[src/rtl/pcc_pkg.sv]
// Shared types, constants and color rom for the palette color cycler.
package pcc_pkg;

  localparam int unsigned NumGroups = 4;
  localparam int unsigned NumRings  = 5;
  localparam int unsigned NumSegs   = 6;
  localparam int unsigned QDepth    = 2;

  localparam logic [7:0] PeriodSlow     = 8'd200;
  localparam logic [7:0] PeriodMedium   = 8'd142;
  localparam logic [7:0] PeriodFast     = 8'd100;
  localparam logic [7:0] PeriodVeryFast = 8'd33;

  localparam logic [5:0] PulseTop  = 6'd60;
  localparam logic [5:0] PulseStep = 6'd4;

  // group bit positions in a tick command
  localparam int unsigned GrpSlow     = 0;
  localparam int unsigned GrpMedium   = 1;
  localparam int unsigned GrpFast     = 2;
  localparam int unsigned GrpVeryFast = 3;

  // configuration register indexes
  localparam logic RegSpeed  = 1'b0;
  localparam logic RegEnable = 1'b1;

  // write segments in emission order
  localparam logic [2:0] SegGreen  = 3'd0;
  localparam logic [2:0] SegShore  = 3'd1;
  localparam logic [2:0] SegSlowFi = 3'd2;
  localparam logic [2:0] SegFastFi = 3'd3;
  localparam logic [2:0] SegScreen = 3'd4;
  localparam logic [2:0] SegPulse  = 3'd5;

  typedef struct packed {
    logic [5:0] r;
    logic [5:0] g;
    logic [5:0] b;
  } rgb_t;

  // one fired tick: which groups are due
  typedef struct packed {
    logic                 valid;
    logic [NumGroups-1:0] due;
  } tick_cmd_t;

  function automatic logic [7:0] group_period(input logic [1:0] grp);
    logic [7:0] p;
    unique case (grp)
      2'd0:    p = PeriodSlow;
      2'd1:    p = PeriodMedium;
      2'd2:    p = PeriodFast;
      default: p = PeriodVeryFast;
    endcase
    return p;
  endfunction

  function automatic logic [2:0] seg_len(input logic [2:0] seg);
    logic [2:0] l;
    unique case (seg)
      SegGreen:  l = 3'd4;
      SegShore:  l = 3'd6;
      SegSlowFi: l = 3'd5;
      SegFastFi: l = 3'd5;
      SegScreen: l = 3'd5;
      default:   l = 3'd1;
    endcase
    return l;
  endfunction

  function automatic logic [4:0] seg_base(input logic [2:0] seg);
    logic [4:0] b;
    unique case (seg)
      SegGreen:  b = 5'd0;
      SegShore:  b = 5'd4;
      SegSlowFi: b = 5'd10;
      SegFastFi: b = 5'd15;
      SegScreen: b = 5'd20;
      default:   b = 5'd0;
    endcase
    return b;
  endfunction

  function automatic logic [7:0] seg_entry(input logic [2:0] seg);
    logic [7:0] e;
    unique case (seg)
      SegGreen:  e = 8'd229;
      SegShore:  e = 8'd248;
      SegSlowFi: e = 8'd238;
      SegFastFi: e = 8'd243;
      SegScreen: e = 8'd233;
      default:   e = 8'd254;
    endcase
    return e;
  endfunction

  function automatic rgb_t color_rom(input logic [4:0] idx);
    rgb_t c;
    unique case (idx)
      5'd0:    c = '{6'd0,  6'd27, 6'd0};
      5'd1:    c = '{6'd2,  6'd28, 6'd1};
      5'd2:    c = '{6'd6,  6'd30, 6'd3};
      5'd3:    c = '{6'd10, 6'd32, 6'd6};
      5'd4:    c = '{6'd20, 6'd15, 6'd10};
      5'd5:    c = '{6'd18, 6'd14, 6'd10};
      5'd6:    c = '{6'd16, 6'd13, 6'd9};
      5'd7:    c = '{6'd15, 6'd12, 6'd9};
      5'd8:    c = '{6'd13, 6'd11, 6'd8};
      5'd9:    c = '{6'd12, 6'd10, 6'd8};
      5'd10:   c = '{6'd63, 6'd0,  6'd0};
      5'd11:   c = '{6'd53, 6'd0,  6'd0};
      5'd12:   c = '{6'd36, 6'd10, 6'd2};
      5'd13:   c = '{6'd63, 6'd29, 6'd0};
      5'd14:   c = '{6'd63, 6'd14, 6'd0};
      5'd15:   c = '{6'd17, 6'd0,  6'd0};
      5'd16:   c = '{6'd30, 6'd0,  6'd0};
      5'd17:   c = '{6'd44, 6'd0,  6'd0};
      5'd18:   c = '{6'd30, 6'd0,  6'd0};
      5'd19:   c = '{6'd17, 6'd0,  6'd0};
      5'd20:   c = '{6'd26, 6'd26, 6'd27};
      5'd21:   c = '{6'd24, 6'd25, 6'd31};
      5'd22:   c = '{6'd21, 6'd26, 6'd35};
      5'd23:   c = '{6'd0,  6'd36, 6'd40};
      5'd24:   c = '{6'd26, 6'd46, 6'd63};
      default: c = '{6'd0,  6'd0,  6'd0};
    endcase
    return c;
  endfunction

endpackage

[src/rtl/palette_color_cycler.sv]
// Top level of the palette color cycler: config registers, front, queue, back.
//
//  channel  dir  handshake                   payload
//  ticks    in   in_valid_i / in_stall_o     now_ms_i
//  writes   out  out_valid_o / out_stall_i   entry_index_o, red/green/blue_level_o,
//                                            final_write_o
//  config   in   cfg_we_i                    cfg_idx_i, cfg_data_i
//
// The front takes one tick per cycle while the two-entry command queue has room.
// The back loads a command, then makes one write per entry of each due segment
// (up to 26 in all) and steps over each segment that is not due.
// Reset clears stamps, ring offsets, pulse state and queue; speed is 1, cycling on.
// out_stall_i holds the output register and the walk while a write waits; the queue
// fills, then in_stall_o rises.
module palette_color_cycler import pcc_pkg::*; (
  input  logic        clk_i,
  input  logic        rst_ni,
  input  logic        in_valid_i,
  output logic        in_stall_o,
  input  logic [31:0] now_ms_i,
  output logic        out_valid_o,
  input  logic        out_stall_i,
  output logic [7:0]  entry_index_o,
  output logic [5:0]  red_level_o,
  output logic [5:0]  green_level_o,
  output logic [5:0]  blue_level_o,
  output logic        final_write_o,
  input  logic        cfg_we_i,
  input  logic        cfg_idx_i,
  input  logic [7:0]  cfg_data_i
);

  logic [7:0]           speed_q;
  logic                 enable_q;
  tick_cmd_t            cmd;
  logic                 q_full, q_valid, q_pop;
  logic [NumGroups-1:0] q_due;

  always_ff @(posedge clk_i or negedge rst_ni) begin
    if (!rst_ni) begin
      speed_q  <= 8'd1;
      enable_q <= 1'b1;
    end else if (cfg_we_i) begin
      unique case (cfg_idx_i)
        RegSpeed:  speed_q  <= cfg_data_i;
        RegEnable: enable_q <= cfg_data_i[0];
        default:   ;
      endcase
    end
  end

  pcc_front u_front (
    .clk_i             (clk_i),
    .rst_ni            (rst_ni),
    .in_valid_i        (in_valid_i),
    .in_stall_o        (in_stall_o),
    .now_ms_i          (now_ms_i),
    .speed_factor_i    (speed_q),
    .cycling_enabled_i (enable_q),
    .q_full_i          (q_full),
    .cmd_o             (cmd)
  );

  pcc_queue u_queue (
    .clk_i   (clk_i),
    .rst_ni  (rst_ni),
    .push_i  (cmd),
    .full_o  (q_full),
    .valid_o (q_valid),
    .due_o   (q_due),
    .pop_i   (q_pop)
  );

  pcc_back u_back (
    .clk_i         (clk_i),
    .rst_ni        (rst_ni),
    .q_valid_i     (q_valid),
    .q_due_i       (q_due),
    .q_pop_o       (q_pop),
    .out_valid_o   (out_valid_o),
    .out_stall_i   (out_stall_i),
    .entry_index_o (entry_index_o),
    .red_level_o   (red_level_o),
    .green_level_o (green_level_o),
    .blue_level_o  (blue_level_o),
    .final_write_o (final_write_o)
  );

endmodule

[src/rtl/pcc_front.sv]
// Tick front end: keeps group stamps, decides which groups fire.
module pcc_front import pcc_pkg::*; (
  input  logic        clk_i,
  input  logic        rst_ni,
  input  logic        in_valid_i,
  output logic        in_stall_o,
  input  logic [31:0] now_ms_i,
  input  logic [7:0]  speed_factor_i,
  input  logic        cycling_enabled_i,
  input  logic        q_full_i,
  output tick_cmd_t   cmd_o
);

  logic [31:0]          stamp_q [NumGroups];
  logic [NumGroups-1:0] due;
  logic                 accept;

  always_comb begin
    logic [15:0] need;
    logic [31:0] elapsed;
    due = '0;
    for (int g = 0; g < NumGroups; g++) begin
      need    = {8'd0, group_period(2'(g))} * {8'd0, speed_factor_i};
      elapsed = now_ms_i - stamp_q[g];
      // a stamp ahead of now counts as long overdue
      due[g]  = (stamp_q[g] > now_ms_i) || (elapsed >= {16'd0, need});
    end
  end

  assign in_stall_o = q_full_i;
  assign accept     = in_valid_i && !q_full_i;

  assign cmd_o.valid = accept && cycling_enabled_i && (|due);
  assign cmd_o.due   = due;

  always_ff @(posedge clk_i or negedge rst_ni) begin
    if (!rst_ni) begin
      for (int g = 0; g < NumGroups; g++) stamp_q[g] <= '0;
    end else if (accept && cycling_enabled_i) begin
      for (int g = 0; g < NumGroups; g++) begin
        if (due[g]) stamp_q[g] <= now_ms_i;
      end
    end
  end

endmodule

[src/rtl/pcc_queue.sv]
// Two-entry queue of fired tick commands between front and back.
module pcc_queue import pcc_pkg::*; (
  input  logic                 clk_i,
  input  logic                 rst_ni,
  input  tick_cmd_t            push_i,
  output logic                 full_o,
  output logic                 valid_o,
  output logic [NumGroups-1:0] due_o,
  input  logic                 pop_i
);

  localparam int unsigned PtrW = $clog2(QDepth);
  localparam int unsigned CntW = $clog2(QDepth + 1);

  logic [NumGroups-1:0] slot_q [QDepth];
  logic [PtrW-1:0]      wr_ptr_q, rd_ptr_q;
  logic [CntW-1:0]      cnt_q;
  logic                 do_push, do_pop;

  assign full_o  = (cnt_q == CntW'(QDepth));
  assign valid_o = (cnt_q != '0);
  assign due_o   = slot_q[rd_ptr_q];
  assign do_push = push_i.valid && !full_o;
  assign do_pop  = pop_i && valid_o;

  always_ff @(posedge clk_i or negedge rst_ni) begin
    if (!rst_ni) begin
      wr_ptr_q <= '0;
      rd_ptr_q <= '0;
      cnt_q    <= '0;
    end else begin
      if (do_push) wr_ptr_q <= (wr_ptr_q == PtrW'(QDepth - 1)) ? '0 : wr_ptr_q + 1'b1;
      if (do_pop)  rd_ptr_q <= (rd_ptr_q == PtrW'(QDepth - 1)) ? '0 : rd_ptr_q + 1'b1;
      unique case ({do_push, do_pop})
        2'b10:   cnt_q <= cnt_q + 1'b1;
        2'b01:   cnt_q <= cnt_q - 1'b1;
        default: cnt_q <= cnt_q;
      endcase
    end
  end

  always_ff @(posedge clk_i) begin
    if (do_push) slot_q[wr_ptr_q] <= push_i.due;
  end

`ifndef SYNTH
  a_cnt_bound: assert property (@(posedge clk_i) disable iff (!rst_ni)
    cnt_q <= CntW'(QDepth)) else $error("queue count overflow");
  a_no_push_full: assert property (@(posedge clk_i) disable iff (!rst_ni)
    push_i.valid |-> !full_o) else $error("push into full queue");
  a_cmd_nonzero: assert property (@(posedge clk_i) disable iff (!rst_ni)
    push_i.valid |-> (push_i.due != '0)) else $error("empty tick command queued");
`endif

endmodule

[src/rtl/pcc_back.sv]
// Back end: walks the due groups and emits palette entry writes.
module pcc_back import pcc_pkg::*; (
  input  logic                 clk_i,
  input  logic                 rst_ni,
  input  logic                 q_valid_i,
  input  logic [NumGroups-1:0] q_due_i,
  output logic                 q_pop_o,
  output logic                 out_valid_o,
  input  logic                 out_stall_i,
  output logic [7:0]           entry_index_o,
  output logic [5:0]           red_level_o,
  output logic [5:0]           green_level_o,
  output logic [5:0]           blue_level_o,
  output logic                 final_write_o
);

  logic                 active_q;
  logic [NumGroups-1:0] due_q;
  logic [2:0]           seg_q, k_q;
  logic [2:0]           off_q [NumRings];
  logic [5:0]           pulse_level_q;
  logic                 pulse_rising_q;

  logic                 out_valid_q, final_q;
  logic [7:0]           entry_q;
  rgb_t                 rgb_q;

  logic [NumSegs-1:0]   seg_en, later_mask;
  logic                 cur_en, later, last_k, step, emit;
  logic [2:0]           len, off;
  logic [3:0]           sum;
  logic [4:0]           idx;
  logic                 rise_n;
  logic [5:0]           level_n;
  rgb_t                 rgb;

  assign seg_en = {due_q[GrpVeryFast], due_q[GrpFast], due_q[GrpMedium],
                   due_q[GrpSlow], due_q[GrpSlow], due_q[GrpSlow]};

  always_comb begin
    for (int i = 0; i < NumSegs; i++) later_mask[i] = (3'(i) > seg_q);
  end

  assign cur_en = seg_en[seg_q];
  assign later  = |(seg_en & later_mask);
  assign len    = seg_len(seg_q);
  assign last_k = (k_q == len - 3'd1);
  // skipped segments do not need output space
  assign step   = active_q && (!cur_en || !out_valid_q || !out_stall_i);
  assign emit   = step && cur_en;

  assign q_pop_o = !active_q && q_valid_i;

  // ring color: (offset + k) mod len, both below len
  assign off = (seg_q == SegPulse) ? 3'd0 : off_q[seg_q];
  always_comb begin
    sum = {1'b0, off} + {1'b0, k_q};
    if (sum >= {1'b0, len}) sum = sum - {1'b0, len};
    idx = seg_base(seg_q) + {1'b0, sum};
  end

  // triangle wave: flip direction at either end, then move one step
  assign rise_n  = (pulse_level_q == 6'd0 || pulse_level_q == PulseTop) ?
                   !pulse_rising_q : pulse_rising_q;
  assign level_n = rise_n ? pulse_level_q + PulseStep : pulse_level_q - PulseStep;

  always_comb begin
    if (seg_q == SegPulse) rgb = '{level_n, 6'd0, 6'd0};
    else                   rgb = color_rom(idx);
  end

  always_ff @(posedge clk_i or negedge rst_ni) begin
    if (!rst_ni) begin
      active_q       <= 1'b0;
      seg_q          <= SegGreen;
      k_q            <= '0;
      pulse_level_q  <= '0;
      pulse_rising_q <= 1'b0;
      out_valid_q    <= 1'b0;
      for (int r = 0; r < NumRings; r++) off_q[r] <= '0;
    end else begin
      if (q_pop_o) begin
        active_q <= 1'b1;
        seg_q    <= SegGreen;
        k_q      <= '0;
      end else if (step) begin
        if (!cur_en || last_k) begin
          if ((cur_en && !later) || seg_q == SegPulse) active_q <= 1'b0;
          else seg_q <= seg_q + 3'd1;
          k_q <= '0;
        end else begin
          k_q <= k_q + 3'd1;
        end
      end

      if (emit && last_k) begin
        if (seg_q == SegPulse) begin
          pulse_level_q  <= level_n;
          pulse_rising_q <= rise_n;
        end else begin
          off_q[seg_q] <= (off == 3'd0) ? len - 3'd1 : off - 3'd1;
        end
      end

      if (emit)              out_valid_q <= 1'b1;
      else if (!out_stall_i) out_valid_q <= 1'b0;
    end
  end

  always_ff @(posedge clk_i) begin
    if (q_pop_o) due_q <= q_due_i;
    if (emit) begin
      entry_q <= seg_entry(seg_q) + {5'd0, k_q};
      rgb_q   <= rgb;
      final_q <= last_k && !later;
    end
  end

  assign out_valid_o   = out_valid_q;
  assign entry_index_o = entry_q;
  assign red_level_o   = rgb_q.r;
  assign green_level_o = rgb_q.g;
  assign blue_level_o  = rgb_q.b;
  assign final_write_o = final_q;

`ifndef SYNTH
  a_seg_range: assert property (@(posedge clk_i) disable iff (!rst_ni)
    active_q |-> (seg_q <= SegPulse)) else $error("segment out of range");
  a_k_range: assert property (@(posedge clk_i) disable iff (!rst_ni)
    active_q |-> (k_q < seg_len(seg_q))) else $error("ring position out of range");
  a_pulse_grid: assert property (@(posedge clk_i) disable iff (!rst_ni)
    (pulse_level_q[1:0] == 2'b00) && (pulse_level_q <= PulseTop))
    else $error("pulse level off grid");
  a_done_after_final: assert property (@(posedge clk_i) disable iff (!rst_ni)
    (emit && last_k && !later) |=> !active_q) else $error("walk continued past final write");
`endif

endmodule
[config.mk]
export PLATFORM = sky130hd
export DESIGN_NAME = palette_color_cycler
export DESIGN_NICKNAME = d
export VERILOG_FILES = /design/src/rtl/pcc_pkg.sv /design/src/rtl/palette_color_cycler.sv /design/src/rtl/pcc_front.sv /design/src/rtl/pcc_queue.sv /design/src/rtl/pcc_back.sv
export SDC_FILE = /design/constraint.sdc
export NUM_CORES = 1
export LEC_CHECK = 0
export BUFFER_PORTS_ARGS = -buffer_cell sky130_fd_sc_hd__buf_2
export CAP_MARGIN = 20
export CORE_UTILIZATION = 40
export CTS_CLUSTER_DIAMETER = 80
export DETAILED_ROUTE_END_ITERATION = 6
export PLACE_DENSITY = 0.62
export SETUP_SLACK_MARGIN = 0.5
export SLEW_MARGIN = 5
export SYNTH_ARGS = -nofsm -noshare
export SYNTH_HDL_FRONTEND = slang
export SYNTH_SLANG_ARGS = --single-unit
[constraint.sdc]
create_clock -name clk_i -period 9 [get_ports clk_i]
set_clock_uncertainty 0.15 [all_clocks]
set_input_delay 1.35 -clock clk_i [delete_from_list [all_inputs] [get_ports clk_i]]
set_output_delay 1.35 -clock clk_i [all_outputs]
set_load 0.1 [all_outputs]
==> metrics.cfg <==
[logic_synthesis]
synth_warnings = 0
ys_seq_area_frac = 0.2583
yosysMostFrequentCell = nand2_1
syn_area_um2 = 20920
synthDominantCellAreaShare = 0.1998
synthFlopType = dfrtp_1
async_flop_share = 0.8125
synth_edf_count = 39
synth_largest_area_cell = dfrtp_1
synth_area_per_cell_um2 = 8.202
synth_cells = 2550
synth_common_cells = 312 x nand2_1, 276 x ha_1, 220 x inv_1
synth.distinct_cells = 102
synth-seq-cells = 208
netlist_top_cells_area = dfrtp_1 20%, ha_1 17%, edfxtp_1 5.6%
synth_fp_nets = 2893

[timing]
setup_slack_ns = 1.617
slew_violations = 0
setup_viol = 0
slew_headroom = 0.2451
finalCritPeriodShare = 0.8203
rsz0062_at_grt = no
worstMarginPinSlew_ns = 1.124
finalCriticalPeriod_ns = 7.383
fmax_mhz = 135.5
hold_violations = 0
setup_tns_ns = 0

[floorplan]
core_um2 = 51510
start_util = 0.4061
die_w_um = 230.7
rows = 83
dieArea_um2 = 53210
die_h_um = 230.7
io_pins = 75

[placement]
placed_cells = 3232
port_buffers = 74
gp_congestion = 0.9536
pre_cts_ws_ns = 1.631
hpwl_um = 48800

[critical_path]
startpoint_type = flip-flop
end_kind = flip-flop
criticalPathCategory = flip-flop to flip-flop
cp_slowest_cell = or4_1
cp_max_fo = 9
arrival_ns = 7.75
slowest_delay_ns = 0.56
cpMostUsedCell = ha_1
worstPathRequired_ns = 9.37

[detailed_routing]
drt_iter0_markers = 1611
via_count = 19020
wirelength_um = 62640
postRouteAntennaNets = 0
first_pass_iters = 5
via_per_inst = 5.785
wire_per_inst_um = 19.05
drc = 0

[cts]
post_cts_buffers = 0
cts_buffers = 28
clock-sinks = 208
max-clock-path-buffers = 3
clk_pin_slew_ns = 0.06
cts-root-buf = clkbuf_16
ctsHoldBuffers = 0
htreeDepth = 1
cts-resized-gates = 0
cts_tree = yes
clk_latency_ns = 0.60

[finish]
fin_cells = 3288
layout.nets = 2928
syn2layout_area_growth_pct = 9.619
nFillCells = 5151
drive_above_1_share = 0.08746

[hold_path]
hold_class = flip-flop to flip-flop

[run]
maxCapViolations = 0

[global_routing]
antenna_found_initial = 2
overflow = 0
grtUsageTotal = 0.2338
grt_pass1_vias = 18060
grt_pass1_wl_um = 99590
grt_max_degree = 93

[status]
status = completed

-- logic make-up after synthesis --
kind of cell / after synthesis / share of synthesized area
AND/OR/NAND/NOR: 792 / 0.1851
AO/OA/AOI/OAI: 785 / 0.2383
buffers and inverters: 303 / 0.05802
adder cells (fa/ha/maj): 297 / 0.1852
flip-flops: 208 / 0.2583
XOR/XNOR: 119 / 0.04983
multiplexers: 46 / 0.02524
-- critical path: cells and delay by family (launching register included) --
family	cells	cell delay, ns
adders and majority gates	7	2.56
and+or+nand+nor	12	2.49
AOI/OAI and AO/OA	6	1.16
DFF	1	0.51
buffers and inverters	3	0.32
xor gates and xnor gates	1	0.16
-- flip-flops by register name, summed over array words and instances, names as in the netlist, 6 cells and up --
name,flops
u_front.stamp_q,128
u_back.off_q,15
speed_q,8
u_back.entry_index_o,8
u_queue.slot_q,8
u_back.blue_level_o,6
u_back.green_level_o,6
u_back.red_level_o,6
-- per-layer routing --
metal | vias to the layer above | GRT usage | wire length, um
met4 | 2 | 0.06995 | 1989
met3 | 90 | 0.02804 | 3505
met5 | - | 0 | 13
li1 | 9312 | - | -
met2 | 591 | 0.3855 | 28590
met1 | 9026 | 0.3191 | 28550
-- layout make-up --
class | count | area, um2 | area share
diodes | 1 | 2.502 | 0.0001091
clock buffers | 32 | 725.7 | 0.03165
clock inverters | 20 | 255.2 | 0.01113
inverters | 221 | 829.5 | 0.03618
multi-input cells | 2039 | 14330 | 0.6249
flip-flops and latches | 208 | 5403 | 0.2356
well taps | 680 | 850.8 | 0.03711
repair buffers | 87 | 534.3 | 0.02330
-- cells in the final DEF, fill, tap and decap left out, types with 30 or more instances in the layout --
cell,instances
nand2_1,312
ha_1,276
inv_1,220
o21ai_0,216
a21oi_1,203
dfrtp_1,167
nor2_1,156
buf_2,73
xnor2_1,61
xor2_1,58
a21o_1,56
o211ai_1,42
nor3_1,40
edfxtp_1,39
nand4_1,38
nand3_1,38
mux2_2,30
-- stage by stage --
step / utilization / instance area (um2) / hold WS, ns
3_3_place_gp: 0.4244 / 21860 / 0.3323
5_1_grt: 0.4451 / 22930 / 0.3697
4_1_cts: 0.4435 / 22840 / 0.3444
3_5_place_dp: 0.4244 / 21860 / 0.3299
2_1_floorplan: - / 20920 / 0.3104
6_report: 0.4451 / 22930 / 0.3433
-- path summary, 6_finish.rpt --
path	startpoint	end	slack (ns)	cells after the start
worst max-delay path	speed_q[5]	u_queue.cnt_q[1]	1.62	29
worst min-delay path	u_queue.wr_ptr_q	u_queue.wr_ptr_q	0.34	1
worst max register to register	speed_q[5]	u_queue.cnt_q[1]	1.62	29
worst min register to register	u_queue.wr_ptr_q	u_queue.wr_ptr_q	0.34	1
max in group asynchronous	rst_ni	u_front.stamp_q[49]	6.72	3
min in group asynchronous	rst_ni	speed_q[7]	0.69	1
Power is not shown: default switching activity piles up to over one toggle a cycle in this logic, so the estimate is an artifact.
